## src/rtl/falling_sand_grid_step_core_assert.svh

```systemverilog
// Assertion macros shared by the grid step core.
`ifndef FALLING_SAND_GRID_STEP_CORE_ASSERT_SVH
`define FALLING_SAND_GRID_STEP_CORE_ASSERT_SVH
`ifndef SYNTHESIS
`define FSGS_ASSERT_CLK(label, clk, rst, prop, msg) \
   label: assert property (@(posedge clk) disable iff (rst) prop) else $error(msg);
`define FSGS_ASSERT_ALWAYS(label, clk, prop, msg) \
   label: assert property (@(posedge clk) prop) else $error(msg);
`else
`define FSGS_ASSERT_CLK(label, clk, rst, prop, msg)
`define FSGS_ASSERT_ALWAYS(label, clk, prop, msg)
`endif
`endif

```

## src/rtl/fsgs_pkg.sv

```systemverilog
package fsgs_pkg;

   typedef logic [1:0] req_kind_field_type;
   typedef logic [7:0] cell_x_type;
   typedef logic [6:0] cell_y_type;
   typedef logic [1:0] material_type;
   typedef logic [7:0] rule_byte_type;

   localparam int CSR_INDEX_W = 2;
   localparam int CSR_DATA_W = 64;
   localparam int RULE_REG_COUNT = 3;
   localparam int RULE_SLOTS = 8;

   typedef logic [CSR_INDEX_W-1:0] csr_index_type;
   typedef logic [CSR_DATA_W-1:0] rule_reg_type;

   localparam csr_index_type CSR_RULES_WALL = 2'd0;
   localparam csr_index_type CSR_RULES_SAND = 2'd1;
   localparam csr_index_type CSR_RULES_SPARE = 2'd2;

   localparam rule_reg_type SAND_RULES_RESET = 64'h0000_0000_0051_7344;

   localparam material_type MAT_EMPTY = 2'd0;

   typedef enum logic [1:0] {
      REQ_WRITE = 2'd0,
      REQ_READ  = 2'd1,
      REQ_STEP  = 2'd2
   } req_kind_type;

   typedef enum logic [3:0] {
      ST_CLEAR,
      ST_IDLE,
      ST_READ,
      ST_COPY,
      ST_CELL_RD,
      ST_CELL_EVAL,
      ST_RULE,
      ST_RULE_EVAL,
      ST_VACATE
   } state_type;

endpackage

```

## src/rtl/fsgs_rule_unit.sv

```systemverilog
module fsgs_rule_unit #(
   parameter int GRID_WIDTH = 256,
   parameter int GRID_HEIGHT = 128,
   localparam int XW = $clog2(GRID_WIDTH),
   localparam int YW = $clog2(GRID_HEIGHT),
   localparam int AW = $clog2(GRID_WIDTH * GRID_HEIGHT)
) (
   input  logic [XW-1:0]           pos_x,
   input  logic [YW-1:0]           pos_y,
   input  logic [AW-1:0]           pos_addr,
   input  fsgs_pkg::rule_byte_type rule_byte,
   output logic                    chk_ok,
   output logic                    mov_ok,
   output logic [AW-1:0]           chk_addr,
   output logic [AW-1:0]           mov_addr
);

   // Offsets are 2-bit two's complement: dx in the low pair, dy in the high pair.
   function automatic logic [AW:0] locate(input logic [XW-1:0] px, input logic [YW-1:0] py,
                                          input logic [AW-1:0] pa, input logic [3:0] code);
      logic signed [XW+1:0] nx;
      logic signed [YW+1:0] ny;
      logic signed [AW+1:0] na;
      logic                 ok;
      nx = $signed({2'b00, px}) + (XW+2)'(signed'(code[1:0]));
      ny = $signed({2'b00, py}) + (YW+2)'(signed'(code[3:2]));
      ok = (nx >= 0) && (nx < (XW+2)'(GRID_WIDTH)) &&
           (ny >= 0) && (ny < (YW+2)'(GRID_HEIGHT));
      na = $signed({2'b00, pa}) + (AW+2)'(signed'(code[3:2])) * (AW+2)'(GRID_WIDTH)
           + (AW+2)'(signed'(code[1:0]));
      return {ok, na[AW-1:0]};
   endfunction

   logic [AW:0] chk_loc;
   logic [AW:0] mov_loc;

   assign chk_loc  = locate(pos_x, pos_y, pos_addr, rule_byte[3:0]);
   assign mov_loc  = locate(pos_x, pos_y, pos_addr, rule_byte[7:4]);
   assign chk_ok   = chk_loc[AW];
   assign mov_ok   = mov_loc[AW];
   assign chk_addr = chk_loc[AW-1:0];
   assign mov_addr = mov_loc[AW-1:0];

endmodule

```

## config.mk

```make
export PLATFORM = sky130hd
export DESIGN_NAME = fsgs_rule_unit
export DESIGN_NICKNAME = d
export VERILOG_FILES = /design/src/rtl/falling_sand_grid_step_core_assert.svh /design/src/rtl/fsgs_pkg.sv /design/src/rtl/fsgs_rule_unit.sv
export SDC_FILE = /design/constraint.sdc
export NUM_CORES = 1
export LEC_CHECK = 0
export BUFFER_PORTS_ARGS = -buffer_cell sky130_fd_sc_hd__buf_2
export CELL_PAD_IN_SITES_DETAIL_PLACEMENT = 0
export CELL_PAD_IN_SITES_GLOBAL_PLACEMENT = 2
export CORE_AREA = 8 8 95 97
export DETAILED_ROUTE_END_ITERATION = 16
export DIE_AREA = 0 0 103 105
export PLACE_DENSITY = 0.89
export SYNTH_ARGS = -nofsm -noshare
export SYNTH_HDL_FRONTEND = slang
export SYNTH_SLANG_ARGS = --single-unit
```

## constraint.sdc

```tcl
create_clock -name vclk -period 7.28
set_clock_uncertainty 0.05 [all_clocks]
set_input_delay 0.728 -clock vclk [all_inputs]
set_output_delay 0.728 -clock vclk [all_outputs]
set_load 0.02 [all_outputs]
```

After elaboration in Yosys (flattened, before gate mapping)

Cells that the tools add are included.
W data, S select, Z words.

$add $sub $neg: 8
Reduce and logical (&&, ||, !) cells: 6
Magnitude comparators: 8

Operator list:

| kind                   | count |
|---|---|
| $add A15 B10 Y15       | 2 |
| $add A15 B2 Y15        | 2 |
| $add A9 B2 Y10         | 2 |
| $ge A10 B1 Y1 const B  | 2 |
| $lt A10 B10 Y1 const B | 2 |
| $add A8 B2 Y9          | 2 |
| $ge A9 B1 Y1 const B   | 2 |
| $lt A9 B9 Y1 const B   | 2 |
| $logic_and A1 B1 Y1    | 6 |

Word-level logic and storage cells: 22
Flip-flop bits (word level): 0
Output and inout port bits: 32

Depth between registers and ports, before layout

Word-level depth: 5
Gate-level depth with buffers: 10
Mapped depth without buffers: 10

Worst setup path before layout

No wires, ideal clock.

Path kind: input to output
Start point: input port pos_addr[10]
End point: output port mov_addr[14]
Buffers on the path: 1
Stages on the path: 9
Slack: 3781 ps
Required time: 6502 ps
Arrival: 2721 ps
Cell sequence: fa_1 -> ha_1 -> clkbuf_1 -> and4_1 -> nand2_1 -> a211oi_1 -> a311o_1 -> a21oi_1 -> xnor2_1

Word-level cells in the longest chain between the ends: 2

RTL lines:

| what             | RTL line             | RTL |
|---|---|---|
| start, declared  | fsgs_rule_unit.sv:10 | `input logic [AW-1:0] pos_addr,` |
| $add A15 B10 Y15 | fsgs_rule_unit.sv:29 | `na = $signed({2'b00, pa}) + (AW+2)'(signed'(code[3:2])) * (AW+2)'(GRID_WIDTH)` |
| $add A15 B2 Y15  | fsgs_rule_unit.sv:30 | `+ (AW+2)'(signed'(code[1:0]));` |
| end, declared    | fsgs_rule_unit.sv:15 | `output logic [AW-1:0] mov_addr` |

No other way between the ends.

Worst setup path in the final report

Start point: input port rule_byte[5]
End point: output port mov_addr[14]

Word-level cells in the longest chain between the ends: 1

RTL lines:

| what            | RTL line             | RTL |
|---|---|---|
| start, declared | fsgs_rule_unit.sv:11 | `input fsgs_pkg::rule_byte_type rule_byte,` |
| $add A15 B2 Y15 | fsgs_rule_unit.sv:30 |  |

No other way between the ends.

==> impl_results.md <==
* Status: completed
* Hold/Removal Path Class: in2out
* Setup TNS at 0 ns
* Crit path DAT at 3.46 ns
* Adder-Cell Fraction of Synth Area at 0.4821
* Synth top area share at 0.3582
* Flop pwr share at 0
* Wire per inst at 13.17 um
* Initial Util at 0.3434
* P per Cell Area at 133.4 nW/um2
* Largest family of logic cells by synthesized area: adder cells
* Final ANT Viol Nets at 0
* Synthesized area at 2585 um2
* Total gr overflow at 0
* Minimum clock period at 4.240 ns
* DRC errors left at 0
* Final worst-path cycle share at 0.5825
* Top post-synthesis cells by count: ha_1, inv_1, nor2_1
* Cells after Synth at 316
* Final Wtd Congestion at 0.7841
* Setup violations, final at 0
* Vias per inst at 5.031
* NumNets Final at 513
* Top-count cell post-synth: ha_1
* Net switching power at 244.3 uW
* Required time worst endpoint at 6.50 ns
* Worst Setup Start Kind: primary input
* Design Area, Final at 3052 um2
* Largest net degree at the start of global routing at 26
* Fillers at 833
* MaxCap Viol Count at 0
* Non-Filler Instances at 485
* Sequential cell area fraction in the yosys report at 0
* Sequential cell count at 0
* Top cells by area, synth: ha_1, fa_1, xnor2_1
* FP Rows at 32
* Crit-path max FO at 25
* Fmax achieved at 235.8 MHz
* Placed cells at 485
* First-pass GRT wire length at 11,190 um
* # resized after CTS at 0
* # clk buffers at 0
* Setup repair bufs after CTS at 0
* Switching share of power at 0.6000
* Port bufs at 70
* Multi-input logic area at 2469 um2
* Top Ports at 70
* Synth cell types at 39
* Power share of the clock group at 0
* FF/Latch Area at 0 um2
* Hold WS at 1.757 ns
* Layout cells sized above 1 at 0.1906
* Initial antenna violation count at 0
* Static leakage at 1.522 nW
* RSZ-0062 raised after global routing: false
* Die Area at 10,820 um2
* Syn nets at 444
* Post-CTS Hold Fix Bufs at 0
* Core Area at 7527 um2
* Final hold violation count at 0
* Max_slew headroom at 0.6008
* Combinational share of power at 1.000
* Post-synthesis xor/xnor area fraction at 0.08809
* Mux cell area share after synthesis at 0.007744
* Initial drt markers at 65
* ANT cells at 0
* DR pass1 iterations at 4
* Die Y at 105 um
* DR vias at 2,440
* Measured slew at the worst slew-check pin at 0.5989 ns
* Area growth, synth to finish at 18.05%
* Overall routed net length at 6386 um
* Area after DPL at 3052 um2
* Die width at 103 um
* Vias in the first global route at 2,477
* Post-synthesis simple-gate area fraction at 0.1399
* Worst Setup End Kind: primary output
* Syn_area_per_cell at 8.180 um2
* Compound-gate portion of the synthesized area at 0.2372
* Internal Pwr Total at 162.9 uW
* Detail Placement HPWL at 5615 um
* Kind of critical path: in2out
* Syn. warnings at 0
* Slew Limit Fails at 0
* Synth area leader: ha_1
* Max VDD drop at 0.05924 mV
* GRT Resource Usage Total at 0.1182
## stage by stage
step                worst slack, ns  utilization  power (mW)
detailed placement            2.993       0.4054      0.4111
CTS                           2.992       0.4054      0.4141
finish                        3.040       0.4054      0.4072
global placement              3.101       0.4054      0.4090
global route                  2.757       0.4054      0.4573
floorplan                     3.781            -      0.2876
## power groups by stage
stage / logic [mW] / registers, mW / clock network [mW]
global route: 0.457 / 0 / 0
detailed placement: 0.411 / 0 / 0
finish: 0.407 / 0 / 0
floorplan: 0.288 / 0 / 0
global placement: 0.409 / 0 / 0
CTS: 0.414 / 0 / 0
## cell families after synthesis
logic type | Yosys count
AOI/OAI and AO/OA | 93
xor gates and xnor gates | 26
adders and majority gates | 90
buffers and inverters | 31
muxes | 2
and+or+nand+nor | 74
## final timing paths
| kind | start | end | slack, ns | depth (start not counted) |
|---|---|---|---|---|
| max | rule_byte[5] | mov_addr[14] | 3.04 | 12 |
| min | rule_byte[0] | chk_addr[0] | 1.76 | 3 |
## layout make-up
| class | count | share of cell area |
|---|---|---|
| Multi-Input combinational cell | 285 | 0.8089 |
| Inverter | 28 | 0.03444 |
| Tap cell | 102 | 0.04182 |
| Timing Repair Buffer | 70 | 0.1148 |
## per-layer routing
metal  part of all wire  up-vias  track usage  wire length [um]
met1               0.49     1087       0.1688              3124
li1                   -     1299            -                 -
met4             0.0013        0     0.003102                 8
met2               0.44       52       0.1900              2835
met3              0.065        2      0.01792               417
met5                  0        -            0                 0
## critical path, stage by stage
cell and delay [ns]:
buf_2 0.47, inv_1 0.16, fa_1 0.41, inv_1 0.07, ha_1 0.30, a21oi_2 0.21, o21ai_1 0.08, a21o_1 0.19
a311o_1 0.31, a21oi_1 0.19, xnor2_1 0.14, buf_2 0.19
## placed cells by master, fill, tap and decap left out, types with 3 or more instances in the layout
cell type  netlist  routed
a211o_1          4       4
o211ai_1         3       3
o21ai_1          8       8
nor2_1          24      24
a211oi_1        10      10
a21oi_1         21      21
nand2b_1         4       4
ha_1            74      74
nand3_1         11      11
nand2_1         11      11
inv_1           28      28
nor2b_1          6       6
nor3_1           3       3
and3_1           3       3
nand4_1          3       3
a31oi_1          4       4
o21ai_0         13      13
xor2_1           5       5
o21a_1           8       8
nor4_1           3       3
buf_2            0      70
a21o_1           7       7
fa_1            16      16
xnor2_1         21      21
Power figures use the tool's default switching activity.
